<file path="config.mk">
export PLATFORM = sky130hd
export DESIGN_NAME = gtg_ctrl
export DESIGN_NICKNAME = d
export VERILOG_FILES = /design/src/hdl/gtg_pkg.sv /design/src/hdl/gtg_ctrl.sv
export SDC_FILE = /design/constraint.sdc
export NUM_CORES = 1
export LEC_CHECK = 0
export ABC_CLOCK_PERIOD_IN_PS = 1600
export BUFFER_PORTS_ARGS = -buffer_cell sky130_fd_sc_hd__buf_4
export CAP_MARGIN = 10
export CELL_PAD_IN_SITES_DETAIL_PLACEMENT = 1
export CELL_PAD_IN_SITES_GLOBAL_PLACEMENT = 1
export CORE_UTILIZATION = 33
export CTS_CLUSTER_DIAMETER = 60
export DETAILED_ROUTE_END_ITERATION = 8
export PLACE_DENSITY_LB_ADDON = 0.1
export SLEW_MARGIN = 5
export SYNTH_ARGS = -nofsm -noshare
export SYNTH_HDL_FRONTEND = slang
export SYNTH_SLANG_ARGS = --single-unit
</file>
<file path="constraint.sdc">
create_clock -name i_clk -period 1.6 [get_ports i_clk]
set_clock_uncertainty 0.1 [all_clocks]
set_input_delay 0.24 -clock i_clk [delete_from_list [all_inputs] [get_ports i_clk]]
set_output_delay 0.24 -clock i_clk [all_outputs]
set_load 0.005 [all_outputs]
</file>
<file path="src/hdl/gtg_pkg.sv">
// gtg_pkg: types, codes, widths and helper functions of the go-to-goal controller
// no dependencies; used by gtg_cordic, gtg_datapath, gtg_ctrl and the top

package gtg_pkg;

    localparam int CFG_W   = 32;
    localparam int IDX_W   = 3;
    localparam int XY_W    = 37;
    localparam int Z_W     = 32;
    localparam int H_W     = 33;
    localparam int E_W     = 34;
    localparam int P_W     = 54;
    localparam int STEP_IW = 6;

    localparam logic [IDX_W-1:0] CFG_GOAL_X   = 3'd0;
    localparam logic [IDX_W-1:0] CFG_GOAL_Y   = 3'd1;
    localparam logic [IDX_W-1:0] CFG_START_X  = 3'd2;
    localparam logic [IDX_W-1:0] CFG_START_Y  = 3'd3;
    localparam logic [IDX_W-1:0] CFG_HEAD_TOL = 3'd4;
    localparam logic [IDX_W-1:0] CFG_ARR_TOL  = 3'd5;
    localparam logic [IDX_W-1:0] CFG_SPD_GAIN = 3'd6;
    localparam logic [IDX_W-1:0] CFG_STR_GAIN = 3'd7;

    localparam logic [14:0] HEAD_TOL_RST = 15'd41;
    localparam logic [30:0] ARR_TOL_RST  = 31'd6554;
    localparam logic [15:0] SPD_GAIN_RST = 16'd2048;
    localparam logic [15:0] STR_GAIN_RST = 16'd16384;

    localparam logic signed [E_W-1:0] PI_Q      = 34'sd843314857;
    localparam logic signed [E_W-1:0] TWO_PI_Q  = 34'sd1686629713;
    localparam logic signed [Z_W-1:0] HALF_PI_Q = 32'sd421657428;
    localparam logic signed [17:0]    MAG_SCALE = 18'sd39797;

    typedef enum logic [1:0] {
        PH_ROTATE    = 2'd0,
        PH_TRANSLATE = 2'd1,
        PH_ARRIVED   = 2'd2
    } t_phase;

    typedef enum logic [1:0] {
        SRC_HEAD  = 2'd0,
        SRC_START = 2'd1,
        SRC_POS   = 2'd2
    } t_src;

    typedef enum logic [3:0] {
        S_IDLE,
        S_HEAD_START,
        S_HEAD_RUN,
        S_BEAR_START,
        S_BEAR_RUN,
        S_WRAP,
        S_DECIDE,
        S_LIN,
        S_TURN,
        S_OUT
    } t_state;

    typedef struct packed {
        logic   load_in;
        logic   cordic_start;
        t_src   src;
        logic   save_heading;
        logic   save_bear;
        logic   wrap_step;
        logic   rot_turn;
        logic   clr_res;
        logic   mul_lin;
        logic   mul_turn;
        logic   load_out;
        t_phase res_phase;
    } t_dp_cmd;

    typedef struct packed {
        logic cordic_done;
        logic wrap_ok;
        logic head_ok;
        logic arrived;
    } t_dp_stat;

    function automatic logic signed [Z_W-1:0] angle_step(input logic [STEP_IW-1:0] i);
        logic signed [Z_W-1:0] r;
        case (i)
            6'd0: r = 32'sd210828714;
            6'd1: r = 32'sd124459457;
            6'd2: r = 32'sd65760959;
            6'd3: r = 32'sd33381290;
            6'd4: r = 32'sd16755422;
            6'd5: r = 32'sd8385879;
            6'd6: r = 32'sd4193963;
            6'd7: r = 32'sd2097109;
            6'd8: r = 32'sd1048571;
            6'd9: r = 32'sd524287;
            default: begin
                if (i <= 6'd28) begin
                    r = 32'sd1 <<< (6'd28 - i);
                end else begin
                    r = '0;
                end
            end
        endcase
        return r;
    endfunction

    function automatic logic signed [31:0] sat32(input logic signed [P_W-1:0] v);
        logic signed [31:0] r;
        if (v > 54'sd2147483647) begin
            r = 32'sh7fffffff;
        end else if (v < -54'sd2147483648) begin
            r = 32'sh80000000;
        end else begin
            r = v[31:0];
        end
        return r;
    endfunction

endpackage

</file>
<file path="src/hdl/gtg_ctrl.sv">
// gtg_ctrl: sequencer and motion phase register, drives the datapath and both handshakes
// depends on gtg_pkg

module gtg_ctrl
    import gtg_pkg::*;
(
    input  logic     i_clk,
    input  logic     i_rst_n,
    input  logic     i_in_valid,
    output logic     o_in_ready,
    output logic     o_out_valid,
    input  logic     i_out_ready,
    input  t_dp_stat i_stat,
    output t_dp_cmd  o_cmd
);
    t_state r_state, n_state;
    t_phase r_phase, n_phase;
    t_phase r_res, n_res;
    logic   r_out_valid, n_out_valid;

    always_ff @(posedge i_clk) begin
        if (!i_rst_n) begin
            r_state     <= S_IDLE;
            r_phase     <= PH_ROTATE;
            r_res       <= PH_ROTATE;
            r_out_valid <= 1'b0;
        end else begin
            r_state     <= n_state;
            r_phase     <= n_phase;
            r_res       <= n_res;
            r_out_valid <= n_out_valid;
        end
    end

    always_comb begin
        n_state = r_state;
        n_phase = r_phase;
        n_res   = r_res;
        o_cmd   = '0;
        o_cmd.src = SRC_HEAD;
        o_cmd.res_phase = r_res;
        o_in_ready = 1'b0;
        n_out_valid = (r_out_valid && !i_out_ready) ? 1'b1 : 1'b0;
        unique case (r_state)
            S_IDLE: begin
                o_in_ready = 1'b1;
                if (i_in_valid) begin
                    o_cmd.load_in = 1'b1;
                    n_state = S_HEAD_START;
                end
            end
            S_HEAD_START: begin
                o_cmd.cordic_start = 1'b1;
                n_state = S_HEAD_RUN;
            end
            S_HEAD_RUN: begin
                if (i_stat.cordic_done) begin
                    o_cmd.save_heading = 1'b1;
                    case (r_phase) inside
                        PH_ROTATE, PH_TRANSLATE: n_state = S_BEAR_START;
                        default: begin
                            o_cmd.clr_res = 1'b1;
                            n_res = PH_ARRIVED;
                            n_state = S_OUT;
                        end
                    endcase
                end
            end
            S_BEAR_START: begin
                o_cmd.cordic_start = 1'b1;
                o_cmd.src = (r_phase == PH_ROTATE) ? SRC_START : SRC_POS;
                n_state = S_BEAR_RUN;
            end
            S_BEAR_RUN: begin
                if (i_stat.cordic_done) begin
                    o_cmd.save_bear = 1'b1;
                    n_state = S_WRAP;
                end
            end
            S_WRAP: begin
                if (i_stat.wrap_ok) begin
                    n_state = S_DECIDE;
                end else begin
                    o_cmd.wrap_step = 1'b1;
                end
            end
            S_DECIDE: begin
                if (r_phase == PH_ROTATE) begin
                    n_state = S_OUT;
                    if (i_stat.head_ok) begin
                        o_cmd.clr_res = 1'b1;
                        n_phase = PH_TRANSLATE;
                        n_res = PH_TRANSLATE;
                    end else begin
                        o_cmd.rot_turn = 1'b1;
                        n_res = PH_ROTATE;
                    end
                end else if (i_stat.arrived) begin
                    o_cmd.clr_res = 1'b1;
                    n_phase = PH_ARRIVED;
                    n_res = PH_ARRIVED;
                    n_state = S_OUT;
                end else begin
                    n_state = S_LIN;
                end
            end
            S_LIN: begin
                o_cmd.mul_lin = 1'b1;
                n_state = S_TURN;
            end
            S_TURN: begin
                o_cmd.mul_turn = 1'b1;
                n_res = PH_TRANSLATE;
                n_state = S_OUT;
            end
            S_OUT: begin
                if (!r_out_valid || i_out_ready) begin
                    o_cmd.load_out = 1'b1;
                    n_out_valid = 1'b1;
                    n_state = S_IDLE;
                end
            end
            default: n_state = S_IDLE;
        endcase
    end

    assign o_out_valid = r_out_valid;
endmodule

</file>
---- After elaboration in Yosys (flattened, before gate mapping) ----
Cells that the tools add are included.
word-level totals
  bits in registers ....................... 9
  input bits .............................. 8
  output and inout port bits .............. 16
operators by class
  muxes and demuxes ....................... 44
  reduce and logical (&&, ||, !) cells .... 13
  eq/ne operators ......................... 18
operators by type and width
  operator              count
  $pmux W4 S10          1
  $mux W4               8
  $mux W1               25
  $eq A4 B3 Y1 const B  4
  $mux W2               8
  $ne A2 B2 Y1 const B  7
  $eq A4 B2 Y1 const B  2
  $eq A4 B4 Y1 const B  2
  $pmux W2 S3           1
  $reduce_and A5 Y1     1
  $eq A4 B1 Y1 const B  1
  $logic_not A4 Y1      1
  $reduce_and A4 Y1     1
  $reduce_or A2 Y1      2
  $ne A3 B3 Y1 const B  1
  $reduce_and A3 Y1     1
  $reduce_bool A3 Y1    1
  $eq A2 B1 Y1 const B  1
  $logic_not A1 Y1      2
  $logic_not A2 Y1      1
  $pmux W1 S2           1
  $reduce_bool A2 Y1    1
  $logic_and A1 B1 Y1   1
  $logic_or A1 B1 Y1    1

---- Logic depth before layout (Yosys ltp) ----
Gate-level depths: netlist of run 1.
  word-level depth ........................ 5
  depth in mapped cells ................... 6
  depth with buffers taken out ............ 4

---- Worst setup path before layout of run 1 ----
OpenSTA, ideal clock, no wires.
  path kind ............................... flip-flop to output port
  from .................................... register r_state[0]
  to ...................................... output o_cmd[13] (netlist bit)
  cell stages (with the launch flop) ...... 5
  path slack .............................. 0.146 ns
  data arrival time ....................... 1.114 ns
  buffers on the path ..................... 2
  cell sequence ........................... dfxtp_1 buf_6 clkbuf_1 nor4_1 and2_1
RTL lines
  element                   RTL line        source
  start: declaration        gtg_ctrl.sv:16  t_state r_state, n_state;
  start signal: assignment  gtg_ctrl.sv:28  r_state <= n_state;
  end: declaration          gtg_ctrl.sv:14  output t_dp_cmd o_cmd

==> summary by stage, run 1 <==
Synth
After synthesis the netlist holds a flip-flop and latch count of 9. Ranked by total cell area, the synthesized netlist is headed by sky130_fd_sc_hd__dfxtp_1, sky130_fd_sc_hd__nand2b_1, sky130_fd_sc_hd__nor2_1, sky130_fd_sc_hd__a31oi_1, sky130_fd_sc_hd__and2_1. Measured against the total synthesized area, the mux share comes to 0.0156. Yosys mapped the design onto 38 distinct sky130hd cell types.

The average instance in the mapped netlist occupies roughly 7.9 um2. The biggest area contributor in the post-synthesis netlist is sky130_fd_sc_hd__dfxtp_1. The post-synthesis share of cell area spent on full adders, half adders and majority gates is 0. When the netlist entered floorplanning its net count stood at between 80 and 90. The synthesized-area fraction occupied by ao, oa, aoi and oai cells is 0.259. After synthesis, the largest family of logic cells by area is simple AND/OR/NAND/NOR gates. The number of enable-type register cells in the synthesized netlist is 0. The share of synthesized cell area in and, or, nand and nor gates is 0.360. The warning count from the yosys run is 0. The count of mapped cells out of synthesis is ~80. After synthesis, the share of flip-flops with an asynchronous set or reset is 0. In the synthesized netlist the dominant register cell turns out to be sky130_fd_sc_hd__dfxtp_1. The part of the Yosys area used for sequential elements is 0.280. The fraction of synthesized cell area taken by the top area cell type is 0.280. The cell area after synthesis is about 640 um2. Of the total synthesized cell area, the portion taken by XOR and XNOR cells is 0.

STA
At the pin with the least slew margin, the transition time is 0.365 ns. The setup violation total in the final timing report is 12. The final-report max-slew violation count is 0.

Final hold analysis gives a worst-case slack of between 0.15 and 0.2 ns. Setup repair after global routing could not meet its margin everywhere. Across all setup checks in the final design, the least slack found is -0.245 ns. The maximum clock frequency is between 500 and 600 MHz.

The worst slew slack as a fraction of its limit is 0.757. The number of hold violations in the final report came to 0. Adding up every negative setup slack in the final design gives -1.14 ns. In the finished design, the share of the clock period the worst path needs comes to 1.15. After layout, the minimum clock period comes to between 1.5 and 2 ns.

Drt
Using the TritonRoute via totals, the vias-per-cell ratio works out to 5.90. The final wirelength is 3240 um. The total iterations of the first detailed-routing run is 4.

The count of nets left with antenna violations once routing finished came out at 0. For this block, the via count after detailed routing is about 900. The detail-routed net length per standard cell is around 21 um. After detailed routing, the number of remaining DRC violations is 0.

The iteration-0 DRC count of the detailed router is 13.

Worst setup path
The worst register-to-register path begins at r_state[2]. The number of cells on the worst reg-to-reg path is 8. In this run the worst setup path begins at r_state[2]. The capture instance of the worst register-to-register path is r_phase[0]. The worst-path cell with the longest stage delay is sky130_fd_sc_hd__dfxtp_4.

The cell with the most instances on the worst path is sky130_fd_sc_hd__buf_4. For the worst setup path, the data arrival time is roughly 1.5 ns. On the worst path, the slowest cell contributes a delay of between 0.3 and 0.4 ns. The worst setup path endpoint is o_cmd[5]. The startpoint type of the worst setup path is a register. For the worst setup path, the data required time is around 1.3 ns. The setup slack of the most critical reg-to-reg path is -0.12 ns. The setup path with the least slack is of type register to output pin. Along the worst path, the maximum fanout reaches 5. The worst setup path is captured at an output pin. The signal on the critical path passes through nor4bb_4, buf_4, nand2_4, nand2b_4, a22o_1, buf_4.

Floorplan
The standard-cell row count is 15. The floorplan step defined a core boundary enclosing about 1800 um2. 24 I/O pins were placed.

The floorplan step set the die width to 46.1 um. The starting utilization of the core area is 0.361. The die is roughly 46 um tall. The die covers between 2000 and 2500 um2.

CTS
The insertion delay of the later-clocked pin in the worst-skew pair is approximately 0.27 ns. TritonCTS built the clock tree. Counting the buffers created by CTS gives 3. In this run the deepest clock path goes through 2 buffers.

The number of buffers inserted by hold repair at cts is 0. The tree is rooted in a sky130_fd_sc_hd__clkbuf_4. Clock-pin slew was measured on the worst setup and hold paths at about 0.07 ns.

CTS saw 9 sinks. The H-tree depth reported by CTS is 1.

Cells and area
The net count of the finished layout is 136. The library cells used most frequently in the layout, excluding fill and tap cells, are sky130_fd_sc_hd__buf_4, sky130_fd_sc_hd__buf_6, sky130_fd_sc_hd__nor2_1. After filler insertion, the fill cell instance count of the layout stands at ~200. Once layout is complete, the cells apart from fillers number around 150. The utilization of the core after routing is 0.698. The most frequent standard cell in the layout excluding fill and tap cells is sky130_fd_sc_hd__buf_4. The finished cells cover 1240 um2. In the final layout, the share of cells above drive strength 1 is 0.614. The count of antenna diodes in the layout is 0. From synthesis to final layout, the design area changed by 93.6%.

Run
The number of max-cap violations is 0.

Global route
In the global route stage, overall resource usage came out at 0.238. The maximum number of pins on one net before global-route repair is 9. The number of antenna violations at the first check in global routing is 0. The first-pass GRT wire length is between 3000 and 4000 um.

The via count of the first global-routing pass is approximately 790. Global routing finished with a remaining overflow of 0.

Placement
Summed over all nets, the half-perimeter wirelength after detailed placement is 1580 um. The post-placement setup slack is -0.161 ns. Input and output buffers added on the ports amount to 23. The cell count after placement is between 100 and 150. The routability congestion estimate from global placement is a little over 0.8. The standard cell area after detailed placement is 912 um2.

Pwr
In this run the power density over the cells is roughly 1300 nW/um2. The total power draw is approximately 1.7 mW. Across the VDD grid, the largest voltage drop is 0.778 mV.

The reported leakage power is 0.516 nW.

Hold path
The type of the tightest min-delay check is primary input to register.

Outcome
The flow ran to the end, but the final reports show violations. The checks that failed: setup timing.
## Yosys cell counts (all sizes together), types with 2 or more instances
library cell	n
inv	4
nor4b	2
nor4	3
a311oi	2
nor2	9
a22o	2
and2	3
dfxtp	9
nand2b	7
a31oi	3
a21oi	3
nand2	5
nor3	3
o21ai	3
buf	5
## state kept, by name, summed over array words and instances (netlist names)
name and flops:
r_state 4, r_res 2, r_phase 2, o_out_valid 1
## power by group
part           internal (mW)  switching, mW
Combinational          0.580          0.541
Sequential             0.280         0.0652
Clock                 0.0924         0.0938
## kinds of logic after synthesis
kind of cell	count (synthesis)
buf+inv	10
flops	9
mux	1
compound gates	22
simple gates	39
## critical path: cells and delay by family, from the launching register on
| kind | cells | cell delay [ns] |
|---|---|---|
| buffers and inverters | 2 | 0.31 |
| and+or+nand+nor | 3 | 0.42 |
| DFF | 1 | 0.38 |
| AOI/OAI and AO/OA | 1 | 0.13 |
## layout make-up
cell class | instances | area (um2) | share of cell area
Multi-Input combinational cell | 62 | 563 | 0.452
Timing Repair Buffer | 48 | 413 | 0.332
Sequential cell | 9 | 195 | 0.157
Tap cell | 25 | 31.3 | 0.0251
Clock buffer | 3 | 22.5 | 0.0181
Inverter | 4 | 15.0 | 0.0121
Clock inverter | 1 | 5.00 | 0.00402
## worst min path at each step
stage / slack (ns) / start / to / depth (start not counted)
after floorplan: 0.26 / i_rst_n / o_out_valid / 1
after global placement: 0.37 / r_res[0] / r_res[0] / 2
after detailed placement: 0.38 / r_res[0] / r_res[0] / 2
after CTS: 0.14 / i_rst_n / r_res[1] / 2
after global routing: 0.17 / i_rst_n / r_res[1] / 2
final: 0.17 / i_stat[1] / r_phase[0] / 3
## repair_timing
item	in CTS	in global routing
setup buffers	5	6
gates resized for setup	24	26
pin swaps	7	10
endpoints found under the setup margin	14	15
## metal layers
metal	routed length [um]	vias to the layer above	GRT usage
met2	1720	38	0.423
li1	-	395	-
met4	123	0	0.0412
met1	1230	448	0.278
met3	165	16	0.0784
met5	0	-	0
(Power assumes the default switching activity.)
==> run 2, diff against run 1 <==
--- a/config.mk
+++ b/config.mk
@@ -18,3 +18,4 @@
 export SYNTH_ARGS = -nofsm -noshare
 export SYNTH_HDL_FRONTEND = slang
 export SYNTH_SLANG_ARGS = --single-unit
+export TNS_END_PERCENT = 1
==> run 2 against run 1 <==
Compared with the run above: the flow still finishes with violations (setup timing); clock power about the same; sequential cell count unchanged; register-to-register slack about the same; via count down 11%; maximum frequency up 0.97%; worst setup slack better by 0.018 ns; utilization down 7.6 points; first-iteration DRC count up 46%; clock-buffer cell count unchanged.
==> summary by stage, run 2 (synthesis results as in run 1) <==
Global route
The overall track demand over capacity in global routing is 0.228 (-0.00965). The first-pass GRT wire length is 3480 um (-2.7%). The via count of the first global-routing pass came to 806 (+2.3%). The number of antenna violations at the first check in global routing is 0 (unchanged). The maximum number of pins on one net before global-route repair was 9 (unchanged).

The residual overflow from global routing is 0 (unchanged).

Cells and area
The count of antenna diodes in the layout is 0 (unchanged). The most frequent standard cell in the layout excluding fill and tap cells is sky130_fd_sc_hd__buf_4. The cell area after layout is 1110 um2 (-11%). In the layout the commonest cells are sky130_fd_sc_hd__buf_4, sky130_fd_sc_hd__nor2_1, sky130_fd_sc_hd__dfxtp_1. The final standard cell count with taps included and fillers excluded is 146 (-3.9%). The area growth from synthesis to layout is 72.6%.

The register containing the most flip-flops in the final layout is r_state. The largest registers in the layout are r_state x4, r_phase x2, r_res x2. The fraction of final layout cells sized beyond drive strength 1 is 0.570 (-0.0439). The flip-flop count of the largest register after layout was 4 (unchanged). The total number of nets in the final design is 130 (-4.4%).

Worst setup path
The critical setup path kind is register to output pin. The data arrival at the endpoint of the critical path is 1.49 ns (about the same). The data required time of the worst path is 1.26 ns (about the same).

The largest driver fanout on the critical path is 5 (unchanged). The endpoint type of the worst setup path is an output pin. The startpoint type of the worst setup path is a register.

Drt
The detail-routed net length per standard cell was 16.1 um (-24%). The iteration-0 DRC count of the detailed router was 19 (+6). The final wirelength is 2350 um (-27%). The antenna violation net count after detailed routing is 0 (unchanged). The post-route DRC violation count was 0 (unchanged). The total iterations of the first detailed-routing run is 4 (unchanged). The total via count in the routed design is 797 (-11%). The via count normalized by instance count is 5.46 (-7.5%).

STA
The slew of the pin with the lowest slew margin is 0.460 ns (+0.0952 ns). The final-report max-slew violation count is 0 (unchanged). The worst setup slack after layout is -0.227 ns (+0.0177 ns). The setup violation total in the final timing report came to 7 (-5). The portion of the clock cycle consumed by the worst path in the final layout is 1.14 (-0.0111). The post-route minimum period was 1.83 ns (-0.0177 ns).

The maximum clock frequency is 547 MHz (+0.97%). The number of hold violations in the final report is 0 (unchanged). The worst slew slack as a fraction of its limit is 0.693 (-0.0640). Setup repair after global routing could not meet its margin everywhere.

Pwr
The peak supply drop was 0.493 mV (-37%). The power density over the cells is 1230 nW/um2 (-7.3%). The reported leakage power is 0.462 nW (-10%).

Floorplan
The number of top-level pins is 24 (unchanged). The core area is 1780 um2 (unchanged). The starting utilization of the core area is 0.361 (unchanged). The horizontal die dimension is 46.1 um (unchanged). The vertical die dimension is 46.1 um (unchanged).

The die area was 2130 um2 (unchanged). The standard-cell row count is 15 (unchanged).

CTS
The clock transition time at the flip-flop clock pins of the worst setup and hold paths was 0.07 ns (about the same). The TritonCTS buffer count came to 3 (unchanged). The total clock sinks is 9 (unchanged). The root buffer cell is sky130_fd_sc_hd__clkbuf_4. The clock tree from TritonCTS is built. The maximum clock insertion buffer count is 2 (unchanged). The insertion delay of the later-clocked pin in the worst-skew pair is 0.28 ns (about the same). The H-tree depth reported by CTS is 1 (unchanged).

Placement
The post-DP HPWL was 1580 um (unchanged). The cell count after placement was 137 (unchanged). The number of buffer cells added on primary ports is 23 (unchanged). The standard cell area after detailed placement is 912 um2 (unchanged). The routability congestion estimate from global placement is 0.808 (unchanged).

Outcome
The checks that failed: setup timing. The run finished, with violations left.

Hold path
The tightest min-delay check is of the primary input to register type.

Run
The number of max-cap violations was 0 (unchanged).
[run 2: changes by cell type in the layout (fill, tap and decap cells not counted), sizes merged]
cell,delta
buf,-6
[run 2: stage by stage]
stage / setup WS (ns) / hold slack (ns) / power (mW) / util / TNS [ns]
after CTS: -0.206 / 0.144 / 1.29 / 0.585 / -0.916
after global placement: -0.0543 / 0.368 / 0.933 / 0.512 / -0.0647
after floorplan: 0.146 / 0.262 / 0.680 / - / 0
after global routing: -0.290 / 0.149 / 1.45 / 0.622 / -1.48
final: -0.227 / 0.157 / 1.36 / 0.622 / -0.873
after detailed placement: -0.161 / 0.375 / 0.950 / 0.512 / -0.375
[run 2: path summary, 6_finish.rpt]
| check | start | endpoint | slack [ns] | cells after the start |
|---|---|---|---|---|
| setup / recovery | r_state[2] | o_cmd[5] | -0.23 | 6 |
| hold / removal | i_rst_n | r_res[1] | 0.16 | 2 |
| setup reg to reg | r_state[2] | r_phase[0] | -0.13 | 8 |
| hold reg to reg | r_res[0] | r_res[0] | 0.38 | 2 |
[run 2: critical path, cell delays in order, from the launching register on]
cell	delay (ns)
sky130_fd_sc_hd__dfxtp_2	0.35
sky130_fd_sc_hd__nor4bb_4	0.32
sky130_fd_sc_hd__buf_4	0.20
sky130_fd_sc_hd__nand2_4	0.06
sky130_fd_sc_hd__nand2b_4	0.06
sky130_fd_sc_hd__a22o_1	0.11
sky130_fd_sc_hd__buf_4	0.10
[run 2: final cells by class]
| type | instances | area (um2) |
|---|---|---|
| Timing Repair Buffer | 42 | 327 |
| Inverter | 4 | 15.0 |
| Clock buffer | 3 | 22.5 |
| Tap cell | 25 | 31.3 |
| Fill cell | 221 | 673 |
| Clock inverter | 1 | 5.00 |
| Sequential cell | 9 | 193 |
| Multi-Input combinational cell | 62 | 517 |
[run 2: repair_timing]
| item | CTS | global route |
|---|---|---|
| resized for setup | 19 | 14 |
| setup endpoints to repair | 14 | 14 |
| buffers inserted | 4 | 1 |
| pin swaps | 4 | 8 |
| hold buffers | 0 | 0 |
| endpoints found under the hold margin | 0 | 0 |
[run 2: layer usage]
metal	part of all wire	routed length, um	track usage
met1	0.40	930	0.252
met2	0.55	1300	0.437
met3	0.035	83	0.0706
met4	0.016	37	0.0176
met5	0	0	0
[run 2: where the power goes]
part	switching [mW]	internal [mW]
clock network	0.0940	0.0929
logic	0.407	0.438
registers	0.0539	0.279
total	0.555	0.810
==> run 3, diff against run 2 <==
--- a/config.mk
+++ b/config.mk
@@ -7,13 +7,13 @@
 export LEC_CHECK = 0
 export ABC_CLOCK_PERIOD_IN_PS = 1600
 export BUFFER_PORTS_ARGS = -buffer_cell sky130_fd_sc_hd__buf_4
-export CAP_MARGIN = 10
 export CELL_PAD_IN_SITES_DETAIL_PLACEMENT = 1
 export CELL_PAD_IN_SITES_GLOBAL_PLACEMENT = 1
 export CORE_UTILIZATION = 33
 export CTS_CLUSTER_DIAMETER = 60
 export DETAILED_ROUTE_END_ITERATION = 8
-export PLACE_DENSITY_LB_ADDON = 0.1
+export PLACE_DENSITY = 0.81
+export REMOVE_ABC_BUFFERS = 1
 export SLEW_MARGIN = 5
 export SYNTH_ARGS = -nofsm -noshare
 export SYNTH_HDL_FRONTEND = slang
==> run 3 against run 2 <==
Compared with the run above: critical path depth fell by 1; total power rose by 20%; combinational power rose by 30%; critical endpoint unchanged; the flow still finishes with violations (setup timing).
==> summary by stage, run 3 (synthesis results as in run 1) <==
Pwr
The part of the total power dissipated in combinational logic is 0.669 (+0.050). The power density over the cells is 1390 nW/um2 (+13%). The share of power burned in the clock network is 0.121 (-0.016).

The peak supply drop is 1.12 mV (+130%). The net switching fraction of the power is 0.416 (+0.00897). The reported leakage power is 0.497 nW (+7.4%). The total power draw is 1.64 mW (+20%). The switching power total is 682 uW (+23%). The power share of the sequential group came to 0.210 (-0.034). The total internal power came to 959 uW (+18%).

CTS
The clock tree from TritonCTS is built. The number of buffers inserted by hold repair at cts is 0 (unchanged). The total clock sinks is 9 (unchanged). The maximum clock insertion buffer count is 2 (unchanged). The insertion delay of the later-clocked pin in the worst-skew pair is 0.28 ns (about the same).

The clock transition time at the flip-flop clock pins of the worst setup and hold paths came to 0.07 ns (about the same). CTS placed an instance of sky130_fd_sc_hd__clkbuf_4 at the clock tree root. The H-tree depth reported by CTS is 1 (unchanged). The TritonCTS buffer count is 3 (unchanged).

Cells and area
The most frequent standard cell in the layout excluding fill and tap cells is sky130_fd_sc_hd__buf_4. The count of antenna diodes in the layout is 0 (unchanged). The total of fill cells in the finished design came to 205 (-7.2%). The utilization of the core after routing is 0.662 (+0.0393).

The final standard cell count with taps included and fillers excluded is 150 (+2.7%). The cell area after layout is 1180 um2 (+6.3%). The fraction of final layout cells sized beyond drive strength 1 is 0.600 (+0.0298).

The flip-flop count of the largest register after layout came to 4 (unchanged). The largest registers in the layout are r_state x4, r_phase x2, r_res x2. Compared with the post-synthesis result, the final layout area differs by 83.5%. Leaving out fill and tap cells, the most frequent cells in the layout are sky130_fd_sc_hd__buf_4, sky130_fd_sc_hd__nor2_1, sky130_fd_sc_hd__dfxtp_1. The register containing the most flip-flops in the final layout is r_state. The total number of nets in the final design is 134 (+3.1%).

Drt
The final wirelength was 3130 um (+33%). The antenna violation net count after detailed routing was 0 (unchanged). The iteration-0 DRC count of the detailed router is 36 (+17).

The post-route DRC violation count is 0 (unchanged). The detail-routed net length per standard cell is 20.9 um (+30%). The total iterations of the first detailed-routing run was 4 (unchanged). The total via count in the routed design came to 884 (+11%). The via count normalized by instance count came to 5.89 (+8.0%).

Worst setup path
Traced cell by cell, the critical path runs through nor4bb_4, buf_4, buf_4, a22o_1, buf_4. The data arrival at the endpoint of the critical path is 1.50 ns (about the same). The startpoint type of the worst setup path is a register. The delay of the slowest critical-path stage came to 0.38 ns (+0.03 ns).

The critical path is of the register to output pin type. The worst setup path is captured at an output pin. The setup slack of the most critical reg-to-reg path was -0.23 ns (-0.10 ns). The data required time of the worst path is 1.26 ns (about the same).

The largest driver fanout on the critical path was 4 (-1). The slowest stage of the critical path belongs to the cell sky130_fd_sc_hd__dfxtp_4. The cell with the most instances on the worst path is sky130_fd_sc_hd__buf_4.

Global route
The maximum number of pins on one net before global-route repair is 10 (+1). The via count of the first global-routing pass is 879 (+9.1%). The overall track demand over capacity in global routing is 0.304 (+0.0757). The first-pass GRT wire length is 4400 um (+26%). The residual overflow from global routing was 0 (unchanged).

The number of antenna violations at the first check in global routing is 0 (unchanged).

STA
The final-report max-slew violation count came to 0 (unchanged). The setup violation total in the final timing report is 15 (+8). The sum of negative setup slack is -1.52 ns (-0.642 ns). The worst slew slack as a fraction of its limit is 0.671 (-0.0212).

Setup repair after global routing could not meet its margin everywhere. The number of hold violations in the final report came to 0 (unchanged). The worst setup slack after layout came to -0.242 ns (-0.0145 ns). The slew of the pin with the lowest slew margin is 0.493 ns (+0.0330 ns).

The final hold slack was 0.136 ns (-0.0207 ns). The post-route minimum period came to 1.84 ns (+0.0145 ns). The portion of the clock cycle consumed by the worst path in the final layout is 1.15 (+0.00906). The maximum clock frequency is 543 MHz (-0.79%).

Placement
The number of buffer cells added on primary ports is 23 (unchanged). The post-placement setup slack is -0.0623 ns (+0.0988 ns). The cell count after placement is 133 (-2.9%). The routability congestion estimate from global placement came to 0.819 (+1.3%). The post-DP HPWL is 1570 um (-0.63%). The standard cell area after detailed placement is 895 um2 (-1.9%).

Outcome
The flow ran to the end, but the final reports show violations. The checks that failed: setup timing.

Floorplan
The starting utilization of the core area is 0.361 (unchanged). The standard-cell row count is 15 (unchanged). The number of top-level pins is 24 (unchanged). The die area is 2130 um2 (unchanged).

The core area is 1780 um2 (unchanged). The vertical die dimension is 46.1 um (unchanged). The horizontal die dimension came to 46.1 um (unchanged).

Hold path
The path class of the tightest hold or removal check is primary input to register.

Run
The number of max-cap violations is 0 (unchanged).
## run 3: final timing paths
kind / from / endpoint / depth (start not counted)
setup / recovery: r_state[0] / o_cmd[5] / 5
hold / removal: i_rst_n / o_out_valid / 2
setup reg to reg: r_state[0] / r_state[1] / 6
hold reg to reg: r_res[0] / r_res[0] / 2
## run 3: final cells by class
cell class	instances	area, um2	share of cell area
multi-input combinational	62	534	0.453
tap	25	31.3	0.0265
sequential	9	193	0.163
clock buffer	4	26.3	0.0223
inverter	4	15.0	0.0127
timing repair buffer	46	380	0.322
## run 3: layer usage
layer / vias to the layer above / share of wire / track usage
li1: 389 / - / -
met1: 437 / 0.40 / 0.369
met2: 48 / 0.49 / 0.504
met3: 10 / 0.078 / 0.0667
met4: 0 / 0.032 / 0.141
met5: - / 0 / 0
## run 3: power by group through the flow
stage	registers, mW	logic, mW	clock network (mW)
global route	0.348	1.15	0.214
floorplan	0.364	0.261	0
detailed placement	0.320	0.665	0
CTS	0.332	0.919	0.189
global placement	0.318	0.642	0
finish	0.344	1.10	0.199
## run 3: timing repair
action,4_1_cts,5_1_grt
resized for setup,26,12
endpoints found under the setup margin,14,16
buffers inserted,12,1
hold endpoints to repair,0,0
pin swaps,6,4
## run 3: worst max-delay path, delay by kind of cell, from the launching register on
family                 cells  cell delay [ns]
DFF                        1             0.38
buffers and inverters      3             0.41
AOI/OAI and AO/OA          1             0.14
and+or+nand+nor            1             0.29
